File: src/rtl/reading_buffer_hex_framer_top_macros.svh
// Assertion macros for the reading buffer hex framer.
// Used by the top level; the macros expect clk and rst in scope.
`ifndef READING_BUFFER_HEX_FRAMER_TOP_MACROS_SVH
`define READING_BUFFER_HEX_FRAMER_TOP_MACROS_SVH

// same-cycle implication
`define RBHF_ASSERT_IMP(lbl, ante, cons) \
  lbl: assert property (@(posedge clk) disable iff (rst) (ante) |-> (cons)) \
    else $error("rbhf assertion failed");

// next-cycle implication
`define RBHF_ASSERT_NXT(lbl, ante, cons) \
  lbl: assert property (@(posedge clk) disable iff (rst) (ante) |=> (cons)) \
    else $error("rbhf assertion failed");

`endif

File: src/rtl/rbhf_pkg.sv
// Shared types, constants and the hex digit helper for the reading buffer framer.
// No dependencies.
`timescale 1ns / 1ps

package rbhf_pkg;

  localparam int RING_DEPTH_DEF = 5;
  localparam int NIB_COUNT = 14;
  localparam int STEPS_PER_READING = 8;
  localparam logic [2:0] STEP_LAST = 3'(STEPS_PER_READING - 1);

  localparam logic [7:0] CH_START = 8'd35;
  localparam logic [7:0] CH_END = 8'd59;
  localparam logic [7:0] HEX_ALPHA_OFS = 8'd55;
  localparam logic [7:0] HEX_DIGIT_OFS = 8'd48;

  localparam logic [1:0] ACT_STORE = 2'd0;
  localparam logic [1:0] ACT_DRAIN = 2'd1;
  localparam logic [1:0] ACT_STATUS = 2'd2;

  typedef enum logic [1:0] {
    ST_IDLE,
    ST_DRAIN,
    ST_STAT
  } state_t;

  typedef struct packed {
    logic [1:0]  action;
    logic [7:0]  sensor_id;
    logic [7:0]  channel_id;
    logic [23:0] reading_value;
    logic [31:0] time_stamp;
    logic [7:0]  status_byte;
  } item_t;

  typedef struct packed {
    logic [7:0] first_byte;
    logic [7:0] second_byte;
    logic       second_valid;
    logic       last;
  } result_t;

  typedef struct packed {
    logic [7:0]  sensor_id;
    logic [7:0]  channel_id;
    logic [23:0] reading_value;
    logic [31:0] time_stamp;
  } reading_t;

  function automatic logic [7:0] hex_char(input logic [3:0] nib);
    logic [7:0] wide;
    wide = {4'h0, nib};
    return (nib > 4'd9) ? wide + HEX_ALPHA_OFS : wide + HEX_DIGIT_OFS;
  endfunction

endpackage

File: src/rtl/rbhf_ring.sv
// Ring of readings with drop-oldest on a full store and pop from the head.
// Depends on rbhf_pkg.
`timescale 1ns / 1ps

module rbhf_ring #(
  parameter int DEPTH = rbhf_pkg::RING_DEPTH_DEF
) (
  input  logic              clk,
  input  logic              rst,
  input  logic              push,
  input  logic              pop,
  input  rbhf_pkg::reading_t wr,
  output rbhf_pkg::reading_t head,
  output logic              empty
);

  localparam int PTR_W = (DEPTH > 1) ? $clog2(DEPTH) : 1;
  localparam int CNT_W = $clog2(DEPTH + 1);
  localparam int SUM_W = ((PTR_W > CNT_W) ? PTR_W : CNT_W) + 1;

  rbhf_pkg::reading_t mem [DEPTH];

  logic [PTR_W-1:0] oldest;
  logic [CNT_W-1:0] count;
  logic [PTR_W-1:0] oldest_inc;
  logic [SUM_W-1:0] wsum;
  logic [SUM_W-1:0] wslot;
  logic [PTR_W-1:0] slot;
  logic             full;

  assign full = (count == CNT_W'(DEPTH));
  assign empty = (count == '0);
  assign oldest_inc = (oldest == PTR_W'(DEPTH - 1)) ? '0 : oldest + PTR_W'(1);
  assign wsum = SUM_W'(oldest) + SUM_W'(count);
  assign wslot = (wsum >= SUM_W'(DEPTH)) ? wsum - SUM_W'(DEPTH) : wsum;
  assign slot = wslot[PTR_W-1:0];
  assign head = mem[oldest];

  always_ff @(posedge clk) begin
    if (rst) begin
      oldest <= '0;
      count <= '0;
    end else if (push) begin
      if (full) begin
        oldest <= oldest_inc;
      end else begin
        count <= count + CNT_W'(1);
      end
    end else if (pop) begin
      oldest <= oldest_inc;
      count <= count - CNT_W'(1);
    end
  end

  always_ff @(posedge clk) begin
    if (push) begin
      mem[slot] <= wr;
    end
  end

endmodule

File: src/rtl/rbhf_byte_pair.sv
// Shared framing unit: picks two frame bytes of one reading for a given step
// and turns nibbles into uppercase hex ASCII. Depends on rbhf_pkg.
`timescale 1ns / 1ps

module rbhf_byte_pair (
  input  rbhf_pkg::reading_t rd,
  input  logic [2:0]         step,
  input  logic [7:0]         tail,
  output logic [7:0]         first_byte,
  output logic [7:0]         second_byte
);

  logic [55:0] digits;
  logic [3:0]  nib [rbhf_pkg::NIB_COUNT];
  logic [3:0]  fi;
  logic [3:0]  si;

  assign digits = {rd.reading_value, rd.time_stamp};

  always_comb begin
    for (int k = 0; k < rbhf_pkg::NIB_COUNT; k++) begin
      nib[k] = digits[55 - 4 * k -: 4];
    end
  end

  // step 0 starts with the raw channel byte, step 7 ends on the next frame byte
  assign fi = (step == 3'd0) ? 4'd0 : {step, 1'b0} - 4'd1;
  assign si = (step == rbhf_pkg::STEP_LAST) ? 4'd0 : {step, 1'b0};

  assign first_byte = (step == 3'd0) ? rd.channel_id : rbhf_pkg::hex_char(nib[fi]);
  assign second_byte = (step == rbhf_pkg::STEP_LAST) ? tail : rbhf_pkg::hex_char(nib[si]);

endmodule

File: src/rtl/reading_buffer_hex_framer_top.sv
// Reading buffer with hex ASCII framing. A store command yields no beat; it
// drops the oldest reading when the ring is full. A drain command yields
// 1 + 8*N result beats for N held readings, one beat per cycle on consecutive
// cycles starting the cycle after start is taken; busy stays high while the
// sequencer steps the shared nibble-to-ASCII pair unit once per beat. A status
// command yields 3 beats. The receiver cannot stall: every beat is shown on
// result for exactly one cycle with strobe high. Depends on rbhf_pkg,
// rbhf_ring, rbhf_byte_pair.
`timescale 1ns / 1ps
`include "reading_buffer_hex_framer_top_macros.svh"

module reading_buffer_hex_framer_top #(
  parameter int RING_DEPTH = rbhf_pkg::RING_DEPTH_DEF
) (
  input  logic              clk,
  input  logic              rst,
  input  logic              start,
  input  rbhf_pkg::item_t   item,
  output logic              busy,
  output logic              strobe,
  output rbhf_pkg::result_t result
);

  rbhf_pkg::state_t   state;
  rbhf_pkg::state_t   state_next;
  logic [2:0]         step;
  logic [2:0]         step_next;
  rbhf_pkg::reading_t work;
  rbhf_pkg::reading_t work_next;
  logic [7:0]         stat_channel;
  logic [7:0]         stat_channel_next;
  logic [7:0]         stat_byte;
  logic [7:0]         stat_byte_next;
  rbhf_pkg::result_t  result_next;
  logic               strobe_next;

  logic               accept;
  logic               push;
  logic               pop;
  rbhf_pkg::reading_t wr;
  rbhf_pkg::reading_t head;
  logic               empty;
  logic [7:0]         tail;
  logic [7:0]         pair_first;
  logic [7:0]         pair_second;

  assign busy = (state != rbhf_pkg::ST_IDLE);
  assign accept = start && !busy;
  assign tail = empty ? rbhf_pkg::CH_END : head.sensor_id;

  assign wr.sensor_id = item.sensor_id;
  assign wr.channel_id = item.channel_id;
  assign wr.reading_value = item.reading_value;
  assign wr.time_stamp = item.time_stamp;

  rbhf_ring #(
    .DEPTH(RING_DEPTH)
  ) u_ring (
    .clk  (clk),
    .rst  (rst),
    .push (push),
    .pop  (pop),
    .wr   (wr),
    .head (head),
    .empty(empty)
  );

  rbhf_byte_pair u_pair (
    .rd         (work),
    .step       (step),
    .tail       (tail),
    .first_byte (pair_first),
    .second_byte(pair_second)
  );

  always_comb begin
    state_next = state;
    unique case (state)
      rbhf_pkg::ST_IDLE: begin
        if (accept && item.action == rbhf_pkg::ACT_DRAIN && !empty) begin
          state_next = rbhf_pkg::ST_DRAIN;
        end else if (accept && item.action == rbhf_pkg::ACT_STATUS) begin
          state_next = rbhf_pkg::ST_STAT;
        end
      end
      rbhf_pkg::ST_DRAIN: begin
        if (step == rbhf_pkg::STEP_LAST && empty) begin
          state_next = rbhf_pkg::ST_IDLE;
        end
      end
      rbhf_pkg::ST_STAT: begin
        if (step != 3'd0) begin
          state_next = rbhf_pkg::ST_IDLE;
        end
      end
      default: state_next = rbhf_pkg::ST_IDLE;
    endcase
  end

  always_comb begin
    result_next = result;
    strobe_next = 1'b0;
    step_next = step;
    work_next = work;
    stat_channel_next = stat_channel;
    stat_byte_next = stat_byte;
    push = 1'b0;
    pop = 1'b0;
    unique case (state)
      rbhf_pkg::ST_IDLE: begin
        if (accept) begin
          unique case (item.action)
            rbhf_pkg::ACT_STORE: begin
              push = 1'b1;
            end
            rbhf_pkg::ACT_DRAIN: begin
              strobe_next = 1'b1;
              step_next = 3'd0;
              if (empty) begin
                result_next = '{rbhf_pkg::CH_START, rbhf_pkg::CH_END, 1'b1, 1'b1};
              end else begin
                result_next = '{rbhf_pkg::CH_START, head.sensor_id, 1'b1, 1'b0};
                pop = 1'b1;
                work_next = head;
              end
            end
            rbhf_pkg::ACT_STATUS: begin
              strobe_next = 1'b1;
              step_next = 3'd0;
              result_next = '{rbhf_pkg::CH_START, item.sensor_id, 1'b1, 1'b0};
              stat_channel_next = item.channel_id;
              stat_byte_next = item.status_byte;
            end
            default: ;
          endcase
        end
      end
      rbhf_pkg::ST_DRAIN: begin
        strobe_next = 1'b1;
        result_next = '{pair_first, pair_second, 1'b1,
                        (step == rbhf_pkg::STEP_LAST) && empty};
        if (step == rbhf_pkg::STEP_LAST) begin
          step_next = 3'd0;
          if (!empty) begin
            pop = 1'b1;
            work_next = head;
          end
        end else begin
          step_next = step + 3'd1;
        end
      end
      rbhf_pkg::ST_STAT: begin
        strobe_next = 1'b1;
        if (step == 3'd0) begin
          result_next = '{stat_channel, stat_byte, 1'b1, 1'b0};
          step_next = 3'd1;
        end else begin
          result_next = '{rbhf_pkg::CH_END, 8'h00, 1'b0, 1'b1};
        end
      end
      default: ;
    endcase
  end

  always_ff @(posedge clk) begin
    if (rst) begin
      state <= rbhf_pkg::ST_IDLE;
      strobe <= 1'b0;
      step <= 3'd0;
    end else begin
      state <= state_next;
      strobe <= strobe_next;
      step <= step_next;
    end
  end

  always_ff @(posedge clk) begin
    result <= result_next;
    work <= work_next;
    stat_channel <= stat_channel_next;
    stat_byte <= stat_byte_next;
  end

  `RBHF_ASSERT_IMP(a_last_idle, strobe && result.last, !busy)
  `RBHF_ASSERT_IMP(a_busy_beats, busy, strobe)
  `RBHF_ASSERT_NXT(a_drain_beat, start && !busy && item.action == rbhf_pkg::ACT_DRAIN, strobe)
  `RBHF_ASSERT_IMP(a_odd_tail, strobe && !result.second_valid,
                   result.last && result.second_byte == 8'h00)

endmodule

File: config.mk
export PLATFORM = sky130hd
export DESIGN_NAME = reading_buffer_hex_framer_top
export DESIGN_NICKNAME = d
export VERILOG_FILES = /design/src/rtl/rbhf_pkg.sv /design/src/rtl/rbhf_ring.sv /design/src/rtl/rbhf_byte_pair.sv /design/src/rtl/reading_buffer_hex_framer_top.sv
export VERILOG_INCLUDE_DIRS = /design/src /design/src/rtl
export SDC_FILE = /design/constraint.sdc
export NUM_CORES = 1
export LEC_CHECK = 0
export BUFFER_PORTS_ARGS = -buffer_cell sky130_fd_sc_hd__buf_4
export CAP_MARGIN = 10
export CELL_PAD_IN_SITES_DETAIL_PLACEMENT = 1
export CELL_PAD_IN_SITES_GLOBAL_PLACEMENT = 1
export CORE_ASPECT_RATIO = 1.75
export CORE_MARGIN = 10
export CORE_UTILIZATION = 53
export DETAILED_ROUTE_END_ITERATION = 16
export HOLD_SLACK_MARGIN = 0.08
export PLACE_DENSITY = 0.9
export SYNTH_ARGS = -nofsm -noshare
export SYNTH_HDL_FRONTEND = slang
export SYNTH_SLANG_ARGS = --single-unit
File: constraint.sdc
create_clock -name clk -period 13.2 [get_ports clk]
set_input_delay 3.3 -clock clk [delete_from_list [all_inputs] [get_ports clk]]
set_output_delay 3.3 -clock clk [all_outputs]
set_load 0.005 [all_outputs]
### After elaboration in Yosys (flattened, before gate mapping)

Memory sizes are Yosys's and may differ from the RTL's. A register that Yosys moved wholly into a read port is not among the register bits.
Cells that the tools add are included.

| operators by class | value |
|---|---|
| mux-type cells | 56 |
| equal/unequal tests | 18 |
| $lt $le $gt $ge | 5 |
| add/sub/neg operators | 11 |
| reductions and logical operators | 25 |
| bitwise operators | 2 |

Operators by type and width:

| kind | number |
|---|---|
| 72-bit 2-to-1 mux | 4 |
| 72-bit case mux with 2 select lines | 1 |
| 18-bit case mux with 3 select lines | 1 |
| 3-bit 2-to-1 mux | 14 |
| 8-bit 2-to-1 mux | 5 |
| 18-bit 2-to-1 mux | 2 |
| 18-bit case mux with 2 select lines | 1 |
| 4-bit binary-select mux with 4-bit select | 2 |
| 4-bit by 6-bit adder with 7-bit output, second input constant | 4 |
| 4-bit 2-to-1 mux | 6 |
| 2-bit inequality test, second input constant | 8 |
| 1-bit 2-to-1 mux | 11 |
| 5-bit >= comparator, second input constant | 2 |
| 10-bit 2-to-1 mux | 1 |
| 4-bit NOT with 5-bit output | 2 |
| 3-bit by 1-bit adder with 3-bit output, second input constant | 3 |
| 3-bit == test, second input constant | 3 |
| 3-bit case mux with 3 select lines | 1 |
| 3-bit AND reduction | 3 |
| 4-bit > comparator, second input constant | 2 |
| 2-bit 2-to-1 mux | 4 |
| 4-bit AND reduction | 2 |
| 3-bit zero test | 2 |
| 3-bit inequality test, second input constant | 2 |
| 17 further kinds | 31 |

| storage, ports and cells | value |
|---|---|
| memories | 1 |
| output and inout bits | 20 |
| bits in registers | 118 |
| word-level logic and storage cells | 133 |
| RAM bits | 360 |
| bits of input ports | 85 |

Memories:

| name | depth | width | read ports | clocked after memory_dff | wr ports | line | RTL |
|---|---|---|---|---|---|---|---|
| u_ring.mem | 5 | 72 | 1 | 1 | 1 | rbhf_ring.sv:21 | `rbhf_pkg::reading_t mem [DEPTH];` |

### Depth between registers and ports, before layout

Gate-level depths: netlist of the first run.

| logic depth | value |
|---|---|
| depth after elaboration | 10 |
| depth in mapped cells | 13 |
| gate-level depth less buffers | 11 |

### Hierarchy

From an unflattened synthesis of the first run, not the netlist that was laid out.

| unflattened totals | value |
|---|---|
| cells, all modules | 968 |
| area total of the unflattened synthesis | 19,282.2 µm² |

By module, submodules not included:

| module | instances | area each (µm²) | sequential area each (µm²) | cells an instance |
|---|---|---|---|---|
| rbhf_ring | 1 | 14,046.0 | 10,990.5 | 604 |
| reading_buffer_hex_framer_top | 1 | 4,216.5 | 3,303.2 | 230 |
| rbhf_byte_pair | 1 | 1,019.7 | 0.0 | 134 |

### Least setup slack after synthesis of the first run

No wires, ideal clock.

| timing path | value |
|---|---|
| kind | input -> register |
| start | input item[80] (netlist name) |
| end | memory u_ring.mem[4][0] (netlist name) (enable) |
| path buffers | 1 |
| stages | 6 |
| setup slack | 3,708 ps |
| arrival time | 8,901 ps |
| required time | 12,609 ps |
| cells stage by stage | inv_1 > ha_1 > and3_1 > clkbuf_1 > inv_1 > nor3_1 |

| between the ends | value |
|---|---|
| word-level cells in the longest chain between the ends | 6 |

RTL lines:

| item | line | RTL |
|---|---|---|
| from (decl) | reading_buffer_hex_framer_top.sv:18 | `input rbhf_pkg::item_t item,` |
| 2-bit zero test | reading_buffer_hex_framer_top.sv:112 | `unique case (item.action)` |
| 1-bit 2-to-1 mux | reading_buffer_hex_framer_top.sv:112 |  |
| 1-bit 2-to-1 mux | reading_buffer_hex_framer_top.sv:111 | `if (accept) begin` |
| 1-bit 2-to-1 mux | reading_buffer_hex_framer_top.sv:109 | `unique case (state)` |
| 1-bit 2-to-1 mux | rbhf_ring.sv:56 | `if (push) begin` |
| 1-bit 2-to-1 mux (not written as such) | rbhf_ring.sv:57 | `mem[slot] <= wr;` |
| to (decl) | rbhf_ring.sv:21 |  |

Every way passes these cells.

### Worst setup path after layout of the first run

| timing path | value |
|---|---|
| start | input item[80] (netlist name) |
| end | memory u_ring.mem[2][38] (netlist name) (enable) |

Same word-level chain as after synthesis.

==> reports/results.txt, run 1 <==
# DRC: 0
WS Path Type: in2reg
Post-CTS setup buffers: 0
Synthesized flop and latch total: 473
Internal power: 0.00252 W
Routed vias/inst: 6.29
Final period util: 42.9%
FFs w/ async S/R, synth: 0%
Netlist area before placement: 0.0190 mm²
EDFF count, synth: 458
Syn Inst Count: 1,008
Ys flop type: edfxtp_1
Final hold slack: 0.543 ns
Synth top area cells: edfxtp_1, mux4_2, mux2_2
Clk_skew: 0.0227 ns
Worst Max-Slew Pin Slew: 1.22 ns
Number of gates resized after CTS: 0
Placed Cells: 1,541
Layout cells sized above 1: 29.6%
Die width: 163 µm
Global Route Usage Sum: 22.2%
Max-cap viol count: 0
Max frequency: 0.177 GHz
Pre-antenna DRT Iters: 5
First-pass GRT wire length: 73,900 µm
GP Congestion: 0.871
Max Fanout on Critical Path: 38
Cell Count, Final, Fillers Out: 1,617
Clock Latency Late Sink: 0.56 ns
Largest net degree at the start of global routing: 75
Place WS: 7.18 ns
Relative slew slack: 18.4%
Hold Path Class: reg2reg
Initial core utilization: 53.7%
Combinational share of power: 8.4%
Setup TNS: 0 ns
Seq/Total Area, Yosys: 73.8%
Port buffer count: 104
Post-Route WL: 48,500 µm
Iteration-0 DRC Markers: 907
Row count: 91
Crit path capture type: register
Status: complete, no violations
Req. time, crit path: 13.38 ns
CTS Buf Count: 42
Wire length per cell: 30.0 µm
Syn Nets: 1,116
Final min period: 5.66 ns
Number of global-route vias before repair: 11.5k
Unique masters post-synth: 74
Max-slew violation count: 0
Clock slew at reported path FFs: 0.07 ns
Initial antenna violation count: 0
Core Util, Final: 61.3%
Switching power: 0.000716 W
PwrDens: 149 mW/mm²
Clk pwr share: 38.4%
Final hold vios: 0
Sequential power share: 53.2%
RSZ-0062 raised after global routing: no
TritonCTS clock tree: built
CTS Hold Bufs: 0
Final nets: 1,228
Lkg Pwr: 6.98 nW
WP data arrival: 5.85 ns
Die Ht: 271 µm
Num ports: 105
Setup slack after layout: 7.54 ns
Largest area contributor in the netlist: edfxtp_1
Area share of the largest cell type after synthesis: 72.3%
Core Region: 0.0354 mm²
Switching part of the total power: 22.1%
Die area: 0.0442 mm²
CTS Root Cell: clkbuf_16
Clock sink count: 473
Yosys warns: 0
Setup-failing EPs final: 0
H-tree levels: 2
Startpoint Class: input port
DP HPWL: 30,600 µm
Syn_area_per_cell: 18.9 µm²
Ant. Diodes: 0
Layout area overhead: 14.0%
GRT overflow: 0
Max Root-Sink Buffers: 3
Worst vdd ir: 0.168 mV
Final ANT Viol Nets: 0
Vias: 10.2k
-- path summary, 6_finish.rpt --
| path | start | endpoint | slack (ns) | cells after the start |
|---|---|---|---|---|
| hold reg to reg | u_ring.mem[4][20] | work[20] | 0.54 | 1 |
| setup / recovery | item[80] | u_ring.mem[2][38] | 7.54 | 8 |
| setup reg to reg | step[1] | result[3] | 8.05 | 11 |
| hold / removal | u_ring.mem[4][20] | work[20] | 0.54 | 1 |
-- registers in the layout, summed over array words and instances (netlist names), named ones only --
name	count
u_ring.oldest	3
state	2
work	64
step	3
u_ring.mem	360
result	18
stat_byte	8
strobe	1
u_ring.count	3
stat_channel	8
-- placed cells by master, fill, tap and decap left out, types with 11 or more instances in the layout --
cell type,instances
clkbuf_16,42
nand2b_1,11
a211oi_1,14
nand2_1,43
mux2_2,69
nand3_1,12
inv_1,24
dfxtp_1,12
mux2i_1,14
o21ai_0,20
ha_1,21
mux4_2,74
edfxtp_1,458
nor2_1,19
buf_4,117
a21oi_1,28
-- logic make-up (layout without fill, tap and decap cells) --
family          count (synthesis)  in the layout  synth area share (%)
flops                         473            473                  73.8
mux                           162            162                  13.9
compound gates                139            139                  5.19
simple gates                  134            134                  3.61
buf+inv                        73            217                  1.68
fa+ha+maj                      23             23                  1.59
xor+xnor                        4              4                 0.184
-- through the flow --
stage	cell area [µm²]	total power (W)
2_1_floorplan	19000	0.00191
3_3_place_gp	20300	0.00200
3_5_place_dp	20300	0.00202
4_1_cts	21700	0.00326
5_1_grt	21700	0.00334
6_report	21700	0.00324
-- area by class of cell --
type	instances	area [µm²]
Sequential cell	473	14100
Fill cell	3058	13700
Multi-Input combinational cell	462	4690
Clock buffer	54	1130
Timing Repair Buffer	117	878
Tap cell	465	582
Clock inverter	22	263
Inverter	24	90.1
-- power groups by stage --
stage	Combinational, W	Sequential [W]	Clock (W)
floorplan	0.000161	0.00175	0
global placement	0.000251	0.00175	0
detailed placement	0.000266	0.00176	0
CTS	0.000271	0.00172	0.00126
global route	0.000295	0.00173	0.00132
finish	0.000271	0.00172	0.00125
-- per-layer routing --
layer	vias to the layer above	global-route usage, %	share of wire [%]
met2	422	39.7	55
li1	4302	-	-
met3	142	3.39	4.9
met1	5312	25.0	36
met4	0	10.6	4.8
met5	-	0	0
-- cell usage after synthesis (all sizes together) (11+ instances only) --
cell	instances
edfxtp	458
mux2	74
mux4	74
nand2	44
a21oi	28
clkbuf	25
buf	24
inv	24
o21ai	24
ha	21
nor2	20
a211oi	16
dfxtp	15
mux2i	14
nand3	12
nand2b	11
-- worst max-delay path, stage by stage --
cell     delay (ns)
buf_4          0.11
inv_1          0.07
ha_1           0.14
and3_1         0.38
inv_1          0.24
a21oi_1        0.32
and2_4         0.63
buf_4          0.59
Power figures use the tool's default switching activity.
==> inputs of run 2 (changes only) <==
==> constraint.sdc (replaced) <==
create_clock -name clk -period 5.9 [get_ports clk]
set_input_delay 1.475 -clock clk [delete_from_list [all_inputs] [get_ports clk]]
set_output_delay 1.475 -clock clk [all_outputs]
set_load 0.005 [all_outputs]
==> run 2 against run 1 <==
Effect of this change: final area grew 0.10%; wire length decreased by 2.4%; sequential share of layout area down 0.067 points; register-to-register slack worse by 6.8 ns; count of clock-buffer cells in the layout down 6; cell count hardly changed; global-route usage fell by 0.64 points; combinational power rose by 130%; via count down 0.96%; power grew 120%; critical endpoint is now u_ring.mem[2][55]; largest power group unchanged; highest routed layer unchanged.
==> reports/results.txt, run 2 (same netlist as run 1, synthesis figures left out) <==
Number of flip-flops in the largest register: 360
WP data arrival: 4.85 ns
Vias: 10.1k
Relative slew slack: 33.1%
Post-CTS setup buffers: 0
Worst Path Buf+Inv: 2
Layout area overhead: 14.1%
GRT overflow: 0
GP Congestion: 0.881
Layout cells sized above 1: 30.2%
Initial core utilization: 53.7%
WS Path Type: reg2reg
Final ANT Viol Nets: 0
Most frequent cell on the critical path: ha_1
Biggest regs: u_ring.mem x360, work x64, result x18
CTS Hold Bufs: 0
Req. time, crit path: 6.14 ns
Final hold vios: 0
Max Root-Sink Buffers: 3
Number of gates resized after CTS: 0
Setup TNS: 0 ns
Placed Cells: 1,542
RSZ-0062 raised after global routing: no
Worst Max-Slew Pin Slew: 1.00 ns
Port buffer count: 104
Global Route Usage Sum: 21.5%
Iteration-0 DRC Markers: 828
TritonCTS clock tree: built
R2R depth: 10
Pre-antenna DRT Iters: 5
Wire length per cell: 29.3 µm
Ant. Diodes: 0
Total number of cells along the worst setup path: 10
Clock slew at reported path FFs: 0.07 ns
Top reg by flops: u_ring.mem
Final nets: 1,229
Clock sink count: 473
Crit-path cells: ha_1 -> inv_1 -> fa_1 -> ha_1 -> nand2b_1 -> a221o_1 -> a211o_1 -> o21ai_1 -> and2_4 -> buf_12
Top Family by Delay on Critical Path: compound AO/OA/AOI/OAI gates
Cell Count, Final, Fillers Out: 1,618
First-pass GRT wire length: 71,400 µm
Die Ht: 271 µm
Clock Latency Late Sink: 0.56 ns
Initial antenna violation count: 0
Post-Route WL: 47,400 µm
# DRC: 0
CTS Buf Count: 42
Max Fanout on Critical Path: 37
Number of global-route vias before repair: 11.1k
Max-slew violation count: 0
Slowest Stage Delay on Critical Path: 0.76 ns
Lkg Pwr: 6.98 nW
CTS Root Cell: clkbuf_16
Routed vias/inst: 6.23
Num ports: 105
Final min period: 4.61 ns
Max frequency: 0.217 GHz
Core Region: 0.0354 mm²
Most frequent cells in the layout: edfxtp_1, buf_4, mux4_2
H-tree levels: 2
Setup-failing EPs final: 0
DP HPWL: 30,000 µm
Status: complete, no violations
Most common cell after layout, fill and taps aside: edfxtp_1
Hold Path Class: reg2reg
Startpoint Class: register
Die area: 0.0442 mm²
Crit path capture type: register
Die width: 163 µm
Final period util: 78.1%
Largest net degree at the start of global routing: 71
Max-cap viol count: 0
CP max-delay cell: and2_4
Worst vdd ir: 0.271 mV
Row count: 91
Clk_skew: 0.0157 ns
Hold path cells: 2
PwrDens: 334 mW/mm²
# fillers: 3,029
## run 2: cell types whose count changed in the layout (fill, tap and decap cells not counted), sizes merged
cell      delta
inv          +2
clkbuf       -6
buf          +1
clkinvlp     +4
## run 2: worst paths after layout
path | startpoint | endpoint | slack (ns)
hold / removal | state[1] | state[1] | 0.53
setup / recovery | u_ring.count[0] | u_ring.mem[2][55] | 1.29
hold reg to reg | state[1] | state[1] | 0.53
setup reg to reg | u_ring.count[0] | u_ring.mem[2][55] | 1.29
## run 2: worst reg2reg max path, delay by kind of cell (launching register included)
family / cells / cell delay [ns]
fa+ha+maj: 3 / 1.07
buf+inv: 2 / 0.40
simple gates: 2 / 0.87
flops: 1 / 0.54
compound gates: 3 / 1.38
## run 2: area by class of cell
class                      count  area [µm²]  area share (%)
sequential                   473       14100            64.8
inverter                      24        90.1           0.415
timing repair buffer         118         911            4.19
clock inverter                28         299            1.38
multi-input combinational    462        4700            21.6
tap                          465         582            2.68
clock buffer                  48        1070            4.94
## run 2: routing by layer
layer | part of all wire (%) | GRT usage [%] | vias up
met2 | 54 | 38.4 | 391
met5 | 0 | 0 | -
li1 | - | - | 4295
met1 | 36 | 24.5 | 5275
met3 | 4.7 | 3.07 | 119
met4 | 4.8 | 10.5 | 0
## run 2: power by group
part | switching, W | leakage (nW) | internal, W | total [W]
clock network | 0.00123 | 0.654 | 0.00154 | 0.00278
logic | 0.000349 | 2.07 | 0.000262 | 0.000610
registers | 0.0000609 | 4.26 | 0.00381 | 0.00387
total | 0.00164 | 6.98 | 0.00561 | 0.00726
## run 2: stage by stage
| stage | area, µm² | hold WS (ns) | power [W] | worst slack [ns] | utilization [%] |
|---|---|---|---|---|---|
| global placement | 20300 | 0.500 | 0.00450 | 1.58 | 57.5 |
| floorplan | 19000 | 0.479 | 0.00427 | 0.253 | - |
| detailed placement | 20300 | 0.511 | 0.00454 | 1.42 | 57.5 |
| CTS | 21700 | 0.523 | 0.00730 | 1.30 | 61.3 |
| finish | 21700 | 0.531 | 0.00726 | 1.29 | 61.3 |
| global route | 21700 | 0.552 | 0.00748 | 0.956 | 61.3 |
==> inputs of run 3 (changes only) <==
==> constraint.sdc (replaced) <==
create_clock -name clk -period 4.5 [get_ports clk]
set_input_delay 1.125 -clock clk [delete_from_list [all_inputs] [get_ports clk]]
set_output_delay 1.125 -clock clk [all_outputs]
set_load 0.005 [all_outputs]
==> run 3 against run 2 <==
Effect of this change: critical path depth is 2 higher; highest routed layer unchanged; count of clock-buffer cells in the layout shrank 2; sequential power grew 31%; critical path type unchanged.
==> reports/results.txt, run 3 (same netlist as run 1, synthesis figures left out) <==
Post-CTS setup buffers: 0
First-pass GRT wire length: 72,200 µm
Final ANT Viol Nets: 0
Top Family by Delay on Critical Path: compound AO/OA/AOI/OAI gates
Layout area overhead: 15.0%
Final Instance Area: 0.0219 mm²
Die area: 0.0442 mm²
RSZ-0062 raised after global routing: no
Routed vias/inst: 6.30
Final nets: 1,236
Number of gates resized after CTS: 0
Worst Path Buf+Inv: 3
Clk_skew: 0.0194 ns
WP data arrival: 4.61 ns
Worst vdd ir: 0.542 mV
Worst Max-Slew Pin Slew: 1.03 ns
Core Region: 0.0354 mm²
Clock Latency Late Sink: 0.57 ns
Most frequent cells in the layout: edfxtp_1, buf_4, mux4_2
Number of flip-flops in the largest register: 360
Final hold vios: 0
Initial core utilization: 53.7%
Global Route Usage Sum: 21.8%
Crit Reg-Reg Startpoint: step[1]
Max Root-Sink Buffers: 3
DP HPWL: 30,600 µm
Max-cap viol count: 0
Die Ht: 271 µm
CTS Buf Count: 43
Top reg by flops: u_ring.mem
Max Fanout on Critical Path: 24
Die width: 163 µm
WS Path Type: reg2reg
Num ports: 105
Lkg Pwr: 7.08 nW
# DRC: 0
Most frequent cell on the critical path: ha_1
Crit-path cells: ha_1 -> ha_1 -> buf_4 -> inv_1 -> a32o_1 -> o22ai_1 -> inv_1 -> ha_1 -> or2_2 -> a211oi_4 -> mux2_1 -> o31ai_1
Clock sink count: 473
Most common cell after layout, fill and taps aside: edfxtp_1
GP Congestion: 0.896
Status: complete, no violations
H-tree levels: 2
PwrDens: 441 mW/mm²
Hold Path Origin: state[1]
Biggest regs: u_ring.mem x360, work x64, result x18
Ant. Diodes: 0
Wire length per cell: 29.5 µm
Post-Place Cell Area: 0.0205 mm²
TritonCTS clock tree: built
Row count: 91
Relative slew slack: 31.3%
Layout cells sized above 1: 30.4%
Setup-failing EPs final: 0
Max frequency: 0.236 GHz
Post-Route WL: 47,800 µm
Number of global-route vias before repair: 11.2k
CP Launch Point: step[1]
CTS Hold Bufs: 0
Hold Path Class: reg2reg
Max-slew violation count: 0
Setup TNS: 0 ns
Vias: 10.2k
Final min period: 4.24 ns
CTS Root Cell: clkbuf_16
Iteration-0 DRC Markers: 895
Clock slew at reported path FFs: 0.07 ns
CP max-delay cell: dfxtp_1
Port buffer count: 104
Final period util: 94.3%
Crit path capture type: register
Largest net degree at the start of global routing: 61
GRT overflow: 0
Slowest Stage Delay on Critical Path: 0.68 ns
Startpoint Class: register
Pre-antenna DRT Iters: 5
Initial antenna violation count: 0
Req. time, crit path: 4.87 ns
==> run 3: cell count changes in the layout (fill, tap and decap cells not counted), moves of 2 or more <==
cell | previous run | this run
buf_12 | 2 | 7
clkinvlp_4 | 6 | 1
clkinv_1 | 6 | 10
clkbuf_1 | 6 | 3
inv_6 | 4 | 1
bufinv_16 | 5 | 7
==> run 3: worst register-to-register path, stage by stage, from the launching register on <==
cell and delay (ns):
dfxtp_1 0.68, ha_1 0.50, ha_1 0.23, buf_4 0.29
inv_1 0.22, a32o_1 0.30, o22ai_1 0.26, inv_1 0.12
ha_1 0.19, or2_2 0.31, a211oi_4 0.32, mux2_1 0.36
o31ai_1 0.27
==> run 3: path summary, 6_finish.rpt <==
| check | slack [ns] | cells after the start | endpoint |
|---|---|---|---|
| worst min register to register | 0.54 | 2 | state[1] |
| worst min-delay path | 0.54 | 2 | state[1] |
| worst max-delay path | 0.26 | 12 | result[3] |
| worst max register to register | 0.26 | 12 | result[3] |
==> run 3: layout make-up <==
type	count	area, µm²
well taps	465	582
clock buffers	46	1090
flip-flops and latches	473	14100
multi-input cells	462	4700
repair buffers	124	1020
inverters	24	90.1
clock inverters	28	350
fillers	2997	13500
==> run 3: through the flow <==
stage	power, W	hold WS [ns]	worst slack, ns	util [%]	cells
after floorplan	0.00560	0.479	-0.177	-	1008
after global placement	0.00591	0.497	0.666	57.8	1548
after detailed placement	0.00596	0.527	0.461	57.8	1548
after CTS	0.00970	0.544	0.375	61.8	1622
after global routing	0.00995	0.574	0.126	61.8	1622
final	0.00965	0.538	0.258	61.8	1622
==> run 3: routing by layer <==
metal	global-route usage (%)	vias to the layer above	wire length (µm)
met1	24.4	5319	17100
li1	-	4324	-
met4	10.3	0	2210
met5	0	-	0
met2	39.4	448	26300
met3	3.22	129	2260
==> run 3: report_power, final <==
part           internal [W]  switching [W]  total, W
clock               0.00216        0.00161   0.00377
sequential          0.00499      0.0000711   0.00506
combinational      0.000349       0.000468  0.000817
total               0.00751        0.00214   0.00965
